==> config.mk <==
export PLATFORM = sky130hd
export DESIGN_NAME = deadline_priority_scheduler
export DESIGN_NICKNAME = d
export VERILOG_FILES = /design/src/hw/rtl/dps_pkg.sv /design/src/hw/rtl/dps_datapath.sv /design/src/hw/rtl/dps_ctrl.sv /design/src/hw/rtl/deadline_priority_scheduler.sv
export SDC_FILE = /design/constraint.sdc
export NUM_CORES = 2
export LEC_CHECK = 0
export ABC_AREA = 1
export BUFFER_PORTS_ARGS = -buffer_cell sky130_fd_sc_hd__buf_4
export CORE_MARGIN = 5
export CORE_UTILIZATION = 30
export CTS_CLUSTER_SIZE = 10
export DETAILED_ROUTE_END_ITERATION = 8
export PLACE_DENSITY = 0.56
export REMOVE_ABC_BUFFERS = 1
export SLEW_MARGIN = 5
export SYNTH_ARGS = -nofsm -noshare
export SYNTH_HDL_FRONTEND = slang
export SYNTH_HIERARCHICAL = 1
export SYNTH_SLANG_ARGS = --single-unit
==> constraint.sdc <==
create_clock -name clk -period 8.31 [get_ports clk]
set_clock_uncertainty 0.2 [all_clocks]
set_input_delay 1.662 -clock clk [delete_from_list [all_inputs] [get_ports clk]]
set_output_delay 1.662 -clock clk [all_outputs]
set_load 0.01 [all_outputs]
==> src/hw/rtl/dps_pkg.sv <==
// shared types and one function for the deadline priority scheduler
`default_nettype none

package dps_pkg;

  localparam logic [7:0] QUANTUM_RESET = 8'd3;
  localparam int PRIO_MAX = 19;
  localparam int PRIO_MIN = -20;

  typedef struct packed {
    logic [7:0]         id;
    logic [15:0]        remaining;
    logic [15:0]        deadline;
    logic signed [5:0]  prio;
    logic [31:0]        first_start;
    logic               started;
  } entry_t;

  typedef enum logic [2:0] {
    WD_NEW,
    WD_MOVE,
    WD_HEAD,
    WD_REPRIO,
    WD_CUR
  } wsrc_t;

  typedef enum logic [1:0] {
    RK_ACCEPT,
    RK_REJECT,
    RK_IDLE,
    RK_RUN
  } rkind_t;

  typedef struct packed {
    logic   capture;
    logic   rd_en;
    logic   wr_en;
    wsrc_t  wsrc;
    logic   load_cur;
    logic   cnt_inc;
    logic   cnt_dec;
    logic   report;
    rkind_t kind;
  } cmd_t;

  typedef struct packed {
    logic full;
    logic empty;
    logic gt_new;
    logic gt_cur;
    logic head_done;
  } status_t;

  function automatic logic signed [5:0] urgency(input logic [15:0] dl,
                                                input logic [31:0] now);
    logic signed [33:0] diff;
    begin
      diff = $signed({18'd0, dl}) - $signed({2'd0, now});
      if (diff > 34'sd19) begin
        urgency = 6'sd19;
      end else if (diff < -34'sd20) begin
        urgency = -6'sd20;
      end else begin
        urgency = diff[5:0];
      end
    end
  endfunction

endpackage

`default_nettype wire

==> src/hw/rtl/dps_datapath.sv <==
// scheduler datapath: task memory, time and dispatch counters, result registers
`default_nettype none

module dps_datapath #(
  parameter int MAX_TASKS = 16,
  parameter int AW = 4,
  parameter int CW = 5
) (
  input  wire                   clk,
  input  wire                   rst,
  input  dps_pkg::cmd_t         cmd,
  input  wire  [AW-1:0]         rd_addr,
  input  wire  [AW-1:0]         wr_addr,
  input  wire  [7:0]            task_id,
  input  wire  [15:0]           task_deadline,
  input  wire  [15:0]           task_burst,
  input  wire                   cfg_we,
  input  wire  [7:0]            cfg_data,
  output logic [CW-1:0]         count,
  output dps_pkg::status_t      st,
  output logic                  done,
  output logic                  accepted,
  output logic                  idle,
  output logic [7:0]            run_id,
  output logic [7:0]            slice_len,
  output logic                  finished,
  output logic [31:0]           finish_time,
  output logic [31:0]           turnaround,
  output logic signed [5:0]     run_priority,
  output logic [31:0]           dispatch_total
);
  import dps_pkg::*;

  entry_t mem [MAX_TASKS];
  entry_t rdata;
  entry_t cur;
  entry_t wdata;

  logic [7:0]        quantum;
  logic [31:0]       now;
  logic [31:0]       dcount;
  logic [7:0]        req_id;
  logic [15:0]       req_dl;
  logic [15:0]       req_burst;
  logic signed [5:0] req_prio;

  logic [7:0]  q_eff;
  logic [7:0]  slice;
  logic [15:0] rem_next;
  logic [31:0] fs;
  logic [31:0] now_next;

  always_comb begin
    q_eff = (quantum == 8'd0) ? 8'd1 : quantum;
    slice = (rdata.remaining < {8'd0, q_eff}) ? rdata.remaining[7:0] : q_eff;
    rem_next = rdata.remaining - {8'd0, slice};
    fs = rdata.started ? rdata.first_start : now;
    now_next = now + {24'd0, slice};
  end

  always_comb begin
    st.full = (count == CW'(MAX_TASKS));
    st.empty = (count == '0);
    st.gt_new = (rdata.prio > req_prio);
    st.gt_cur = (cur.prio > rdata.prio);
    st.head_done = (rem_next == 16'd0);
  end

  always_comb begin
    wdata = rdata;
    case (cmd.wsrc)
      WD_NEW: begin
        wdata.id = req_id;
        wdata.remaining = req_burst;
        wdata.deadline = req_dl;
        wdata.prio = req_prio;
        wdata.first_start = 32'd0;
        wdata.started = 1'b0;
      end
      WD_MOVE: wdata = rdata;
      WD_HEAD: begin
        wdata.remaining = rem_next;
        wdata.first_start = fs;
        wdata.started = 1'b1;
      end
      WD_REPRIO: wdata.prio = urgency(rdata.deadline, now);
      WD_CUR: wdata = cur;
      default: wdata = rdata;
    endcase
  end

  always_ff @(posedge clk) begin
    if (cmd.wr_en) begin
      mem[wr_addr] <= wdata;
    end
    if (cmd.rd_en) begin
      rdata <= mem[rd_addr];
    end
    if (cmd.load_cur) begin
      cur <= rdata;
    end
    if (cmd.capture) begin
      req_id <= task_id;
      req_dl <= task_deadline;
      req_burst <= task_burst;
      req_prio <= urgency(task_deadline, now);
    end
  end

  always_ff @(posedge clk) begin
    if (rst) begin
      quantum <= QUANTUM_RESET;
      now <= '0;
      dcount <= '0;
      count <= '0;
      done <= 1'b0;
    end else begin
      if (cfg_we) begin
        quantum <= cfg_data;
      end
      if (cmd.cnt_inc) begin
        count <= count + CW'(1);
      end else if (cmd.cnt_dec) begin
        count <= count - CW'(1);
      end
      done <= cmd.report;
      if (cmd.report) begin
        case (cmd.kind)
          RK_IDLE: now <= now + 32'd1;
          RK_RUN: begin
            now <= now_next;
            dcount <= dcount + 32'd1;
          end
          default: ;
        endcase
      end
    end
  end

  always_ff @(posedge clk) begin
    if (cmd.report) begin
      accepted <= (cmd.kind == RK_ACCEPT);
      idle <= (cmd.kind == RK_IDLE);
      run_id <= '0;
      slice_len <= '0;
      finished <= 1'b0;
      finish_time <= '0;
      turnaround <= '0;
      run_priority <= '0;
      dispatch_total <= dcount;
      if (cmd.kind == RK_RUN) begin
        run_id <= rdata.id;
        slice_len <= slice;
        finished <= st.head_done;
        finish_time <= now_next;
        turnaround <= st.head_done ? (now_next - fs) : 32'd0;
        run_priority <= rdata.prio;
        dispatch_total <= dcount + 32'd1;
      end
    end
  end

endmodule

`default_nettype wire

==> src/hw/rtl/dps_ctrl.sv <==
// scheduler controller: sequences insert, remove, reprioritize and sort passes
`default_nettype none

module dps_ctrl #(
  parameter int AW = 4,
  parameter int CW = 5
) (
  input  wire                   clk,
  input  wire                   rst,
  input  wire                   start,
  input  wire                   mode,
  input  wire  [CW-1:0]         count,
  input  dps_pkg::status_t      st,
  output logic                  busy,
  output dps_pkg::cmd_t         cmd,
  output logic [AW-1:0]         rd_addr,
  output logic [AW-1:0]         wr_addr
);
  import dps_pkg::*;

  typedef enum logic [4:0] {
    S_IDLE, S_ARR, S_ARD, S_ACMP, S_AWR,
    S_DSP, S_HEAD, S_SRD, S_SWR, S_PRD, S_PWR,
    S_IRD, S_ILD, S_JRD, S_JCMP, S_IWR
  } state_t;

  state_t state;
  logic [CW-1:0] k;
  logic [CW-1:0] j;

  always_comb begin
    cmd = '0;
    cmd.wsrc = WD_MOVE;
    cmd.kind = RK_ACCEPT;
    rd_addr = k[AW-1:0];
    wr_addr = k[AW-1:0];
    case (state)
      S_IDLE: cmd.capture = start && !busy;
      S_ARR: begin
        if (st.full) begin
          cmd.report = 1'b1;
          cmd.kind = RK_REJECT;
        end
      end
      S_ARD: begin
        cmd.rd_en = 1'b1;
        rd_addr = AW'(k - CW'(1));
      end
      S_ACMP: begin
        cmd.wr_en = st.gt_new;
      end
      S_AWR: begin
        cmd.wr_en = 1'b1;
        cmd.wsrc = WD_NEW;
        cmd.cnt_inc = 1'b1;
        cmd.report = 1'b1;
        cmd.kind = RK_ACCEPT;
      end
      S_DSP: begin
        if (st.empty) begin
          cmd.report = 1'b1;
          cmd.kind = RK_IDLE;
        end else begin
          cmd.rd_en = 1'b1;
          rd_addr = '0;
        end
      end
      S_HEAD: begin
        cmd.wr_en = 1'b1;
        cmd.wsrc = WD_HEAD;
        wr_addr = '0;
        cmd.report = 1'b1;
        cmd.kind = RK_RUN;
        cmd.cnt_dec = st.head_done;
      end
      S_SRD: begin
        cmd.rd_en = 1'b1;
        rd_addr = AW'(k + CW'(1));
      end
      S_SWR: cmd.wr_en = 1'b1;
      S_PRD: cmd.rd_en = 1'b1;
      S_PWR: begin
        cmd.wr_en = 1'b1;
        cmd.wsrc = WD_REPRIO;
      end
      S_IRD: cmd.rd_en = 1'b1;
      S_ILD: cmd.load_cur = 1'b1;
      S_JRD: begin
        cmd.rd_en = 1'b1;
        rd_addr = j[AW-1:0];
      end
      S_JCMP: begin
        cmd.wr_en = st.gt_cur;
        cmd.wsrc = WD_CUR;
        cmd.load_cur = st.gt_cur;
        wr_addr = j[AW-1:0];
      end
      S_IWR: begin
        cmd.wr_en = 1'b1;
        cmd.wsrc = WD_CUR;
      end
      default: ;
    endcase
  end

  always_ff @(posedge clk) begin
    if (rst) begin
      state <= S_IDLE;
      busy <= 1'b0;
      k <= '0;
      j <= '0;
    end else begin
      case (state)
        S_IDLE: begin
          if (start && !busy) begin
            busy <= 1'b1;
            state <= mode ? S_DSP : S_ARR;
          end
        end
        S_ARR: begin
          if (st.full) begin
            busy <= 1'b0;
            state <= S_IDLE;
          end else begin
            k <= count;
            state <= (count <= CW'(1)) ? S_AWR : S_ARD;
          end
        end
        S_ARD: state <= S_ACMP;
        S_ACMP: begin
          if (st.gt_new) begin
            k <= k - CW'(1);
            state <= (k == CW'(2)) ? S_AWR : S_ARD;
          end else begin
            state <= S_AWR;
          end
        end
        S_AWR: begin
          busy <= 1'b0;
          state <= S_IDLE;
        end
        S_DSP: begin
          if (st.empty) begin
            busy <= 1'b0;
            state <= S_IDLE;
          end else begin
            state <= S_HEAD;
          end
        end
        S_HEAD: begin
          k <= '0;
          if (st.head_done) begin
            if (count == CW'(1)) begin
              busy <= 1'b0;
              state <= S_IDLE;
            end else begin
              state <= S_SRD;
            end
          end else begin
            state <= S_PRD;
          end
        end
        S_SRD: state <= S_SWR;
        S_SWR: begin
          if (k + CW'(1) == count) begin
            busy <= 1'b0;
            state <= S_IDLE;
          end else begin
            k <= k + CW'(1);
            state <= S_SRD;
          end
        end
        S_PRD: state <= S_PWR;
        S_PWR: begin
          if (k + CW'(1) == count) begin
            k <= '0;
            if (count == CW'(1)) begin
              busy <= 1'b0;
              state <= S_IDLE;
            end else begin
              state <= S_IRD;
            end
          end else begin
            k <= k + CW'(1);
            state <= S_PRD;
          end
        end
        S_IRD: state <= S_ILD;
        S_ILD: begin
          j <= k + CW'(1);
          state <= S_JRD;
        end
        S_JRD: state <= S_JCMP;
        S_JCMP: begin
          if (j + CW'(1) == count) begin
            state <= S_IWR;
          end else begin
            j <= j + CW'(1);
            state <= S_JRD;
          end
        end
        S_IWR: begin
          if (k + CW'(2) == count) begin
            busy <= 1'b0;
            state <= S_IDLE;
          end else begin
            k <= k + CW'(1);
            state <= S_IRD;
          end
        end
        default: begin
          busy <= 1'b0;
          state <= S_IDLE;
        end
      endcase
    end
  end

endmodule

`default_nettype wire

==> src/hw/rtl/deadline_priority_scheduler.sv <==
// top level of the deadline priority scheduler
//
// A request is taken when start is high and busy is low. mode 0 is a task
// arrival (task_id, task_deadline, task_burst), mode 1 dispatches one slice.
// Every request gives exactly one result, shown for one cycle with done high;
// the receiver cannot stall, results are simply presented.
// The quantum register is written with cfg_we/cfg_data. The user must write it
// only while the block is idle; the block itself does not enforce this.
// After a dispatch result busy stays high while the task memory is reworked:
// a finished task is removed, an unfinished one gets a priority refresh and,
// if other tasks remain, an exchange sort, all through the single port pair
// of the task memory. Reset empties the queue, clears time and dispatch
// counters and sets the quantum to 3.
`default_nettype none

module deadline_priority_scheduler #(
  parameter int MAX_TASKS = 16
) (
  input  wire               clk,
  input  wire               rst,
  input  wire               start,
  output logic              busy,
  input  wire               mode,
  input  wire  [7:0]        task_id,
  input  wire  [15:0]       task_deadline,
  input  wire  [15:0]       task_burst,
  input  wire               cfg_we,
  input  wire  [7:0]        cfg_data,
  output logic              done,
  output logic              accepted,
  output logic              idle,
  output logic [7:0]        run_id,
  output logic [7:0]        slice_len,
  output logic              finished,
  output logic [31:0]       finish_time,
  output logic [31:0]       turnaround,
  output logic signed [5:0] run_priority,
  output logic [31:0]       dispatch_total
);
  import dps_pkg::*;

  localparam int AW = $clog2(MAX_TASKS);
  localparam int CW = $clog2(MAX_TASKS + 1);

  cmd_t          cmd;
  status_t       st;
  logic [CW-1:0] count;
  logic [AW-1:0] rd_addr;
  logic [AW-1:0] wr_addr;

  dps_ctrl #(
    .AW(AW),
    .CW(CW)
  ) u_ctrl (
    .clk(clk),
    .rst(rst),
    .start(start),
    .mode(mode),
    .count(count),
    .st(st),
    .busy(busy),
    .cmd(cmd),
    .rd_addr(rd_addr),
    .wr_addr(wr_addr)
  );

  dps_datapath #(
    .MAX_TASKS(MAX_TASKS),
    .AW(AW),
    .CW(CW)
  ) u_dp (
    .clk(clk),
    .rst(rst),
    .cmd(cmd),
    .rd_addr(rd_addr),
    .wr_addr(wr_addr),
    .task_id(task_id),
    .task_deadline(task_deadline),
    .task_burst(task_burst),
    .cfg_we(cfg_we),
    .cfg_data(cfg_data),
    .count(count),
    .st(st),
    .done(done),
    .accepted(accepted),
    .idle(idle),
    .run_id(run_id),
    .slice_len(slice_len),
    .finished(finished),
    .finish_time(finish_time),
    .turnaround(turnaround),
    .run_priority(run_priority),
    .dispatch_total(dispatch_total)
  );

endmodule

`default_nettype wire
==> impl_metrics.tcl <==
set metrics [dict create \
    crit_type "flop to flop" \
    die-height_microns 515.4 \
    crit_family "compound AO/OA/AOI/OAI gates" \
    track_usage_pct 17.92 \
    crit_required_ns 8.64 \
    first_pass_iters 7 \
    synth_common_cells "edfxtp_1, nand2_1, inv_1" \
    dp.cells 10090 \
    status "finished clean" \
    area_growth_pct 14.70 \
    vias 52750 \
    synthMostInstantiatedCell "edfxtp_1" \
    grt_max_degree 148 \
    clkSinkCount 1682 \
    vdd_ir_drop_max_uv 256.4 \
    timing.fmax_mhz 153.7 \
    syn-cell-area_sq_mm 0.07662 \
    cts_hold_buffers 0 \
    clockBufferDepth 3 \
    drc 0 \
    drt_iter0_drc 4948 \
    drt-vias-per-instance 5.075 \
    ys_ff_latch 1682 \
    fin_cells 10400 \
    grt_pass1_wl_mm 351.7 \
    hold_viol 0 \
    hold_class "flop to flop" \
    cp.arrival_ns 6.83 \
    final.fill_count 25130 \
    critical_path_buf_inv_count 2 \
    htreeDepth 4 \
    crit_path_end_kind "flop" \
    syn_area_per_cell_sq_um 11.28 \
    setup_viol 0 \
    post_cts_buffers 0 \
    critPathMaxFanout 15 \
    rows 185 \
    fin_util_pct 34.58 \
    pwr_density_cell_mw_per_mm2 331.1 \
    portBuffers 175 \
    power.leakage_nw 31.59 \
    place.gp.congestion 0.9062 \
    drt-total-wl_mm 244.9 \
    synth_top_area_share_pct 62.28 \
    yosys.cell_types.count 63 \
    grt_antenna_before_repair 16 \
    wl_per_cell_microns 23.56 \
    drive_above_1_share_pct 9.029 \
    maxCapViolCount 0 \
    first_global_vias 50020 \
    rsz0062_at_grt "false" \
    cpPeakStageDelay_ns 0.55 \
    cts_resized 0 \
    crit_path_start_kind "flop" \
    synth_edf_count 1589 \
    die_w_microns 515.4 \
    ant_nets 0 \
    dieArea_sq_mm 0.2656 \
    critPathSlowestCell "a2111oi_0" \
    cts-root-buf "clkbuf_16" \
    seq_area_frac_synth_pct 64.71 \
    worstMarginPinSlew_ns 1.376 \
    gr-total-overflow 0 \
    start_util_pct 30.15 \
    period_needed_ns 6.507 \
    path_clk_slew_ns 0.06 \
    crit_start "u_dp/rdata[60]$_DFFE_PP_" \
    synth_warnings 6 \
    synth_top_area_cell "edfxtp_1" \
    worst_path_most_repeated_cell "nand2_1" \
    slew_headroom_pct 8.235 \
    num_io_pins 176 \
    synth_area_leaders "edfxtp_1, nand2_1, mux2i_1" \
    dpl.hpwl_mm 143.6 \
    clock_latency_ns 0.88 \
    min_period_over_period_pct 78.31 \
    synthArstFlopShare_pct 0 \
    netlist_instances 6791 \
    coreArea_sq_mm 0.2542 \
    cts_buffers 196 \
    slew_violations 0 \
    final_nets 7091 \
    r2r_start "u_dp/rdata[60]$_DFFE_PP_" \
    synthFlopType "edfxtp_1" \
    cts_tree "yes" \
    min_from "u_dp/rdata[75]$_DFFE_PP_" \
]
metrics by stage:
step | setup WS (ns) | instance area [sq um] | total power, W | hold slack (ns) | setup TNS (ns)
after floorplan | -40.27 | 75350 | 0.01899 | 0.2264 | -3174.09
after global placement | 1.862 | 82020 | 0.02119 | 0.2299 | 0
after detailed placement | 1.994 | 82020 | 0.02132 | 0.2364 | 0
after CTS | 1.943 | 87830 | 0.02930 | 0.1828 | 0
after global routing | 1.149 | 87870 | 0.03065 | 0.1936 | 0
final | 1.803 | 87880 | 0.02910 | 0.1852 | 0
area by class of cell:
| type | count | area, sq um | area share, % |
|---|---|---|---|
| tap | 3366 | 4212 | 4.792 |
| multi-input combinational | 3955 | 22880 | 26.03 |
| antenna | 7 | 17.52 | 0.01993 |
| sequential | 1682 | 49580 | 56.42 |
| clock buffer | 257 | 5165 | 5.877 |
| inverter | 838 | 3163 | 3.599 |
| timing repair buffer | 254 | 2220 | 2.526 |
| clock inverter | 36 | 648.1 | 0.7375 |
state kept, by name (all words and copies together), names as in the netlist, 32 cells and up:
| signal | flops |
|---|---|
| u_dp/rdata | 79 |
| u_dp/dispatch_total | 32 |
| u_dp/turnaround | 32 |
| u_dp/dcount | 32 |
| u_dp/now | 32 |
| u_dp/cur | 79 |
| u_dp/mem | 1264 |
| u_dp/finish_time | 32 |
report_power, final:
| part | switching, W | internal [W] |
|---|---|---|
| Clock | 0.00343 | 0.00450 |
| Combinational | 0.00658 | 0.00278 |
| Sequential | 0.000477 | 0.0113 |
cells in the final DEF, fill, tap and decap left out, types with 9 or more instances in the layout:
master / n
clkinv_16: 13
clkbuf_1: 59
a221oi_1: 19
nand2_1: 979
o21ai_0: 539
o22ai_1: 10
nand4_1: 64
dfxtp_1: 93
inv_1: 808
edfxtp_1: 1589
o221ai_1: 29
buf_4: 229
nor2_1: 370
a21oi_1: 467
nand3b_1: 11
xor2_1: 93
o21bai_1: 9
mux2i_1: 316
nand2_2: 28
nand2_4: 10
nor2_4: 25
nor3_1: 41
clkbuf_16: 197
xnor2_1: 23
o21ai_1: 16
o211ai_1: 332
nand3_1: 325
a31oi_1: 20
nor2_2: 20
buf_12: 25
clkinv_1: 9
ha_1: 105
inv_2: 24
per-layer routing:
metal / wire, microns / track usage (%) / part of all wire [%] / vias to the layer above
met4: 8897 / 6.531 / 3.6 / 0
met3: 14810 / 2.625 / 6.0 / 370
li1: - / - / - / 24340
met2: 115500 / 29.44 / 47 / 1845
met1: 105700 / 24.09 / 43 / 26200
met5: 0 / 0 / 0 / -
kinds of logic after synthesis:
group / after synthesis / share of synthesized area [%]
buffers and inverters: 1154 / 5.756
XOR/XNOR: 116 / 1.326
multiplexers: 316 / 4.128
AO/OA/AOI/OAI: 1488 / 11.29
AND/OR/NAND/NOR: 1924 / 10.92
flip-flops: 1682 / 64.71
adder cells (fa/ha/maj): 111 / 1.871
worst paths after layout:
| check | slack [ns] | endpoint | cells after the start |
|---|---|---|---|
| min reg2reg | 0.19 | u_dp/cur[75]$_DFFE_PP_ | 0 |
| max reg2reg | 1.80 | u_dp/turnaround[30]$_SDFFCE_PN0P_ | 28 |
| max | 1.80 | u_dp/turnaround[30]$_SDFFCE_PN0P_ | 28 |
| min | 0.19 | u_dp/cur[75]$_DFFE_PP_ | 0 |
Note: power is estimated with default switching activity, not from simulation.
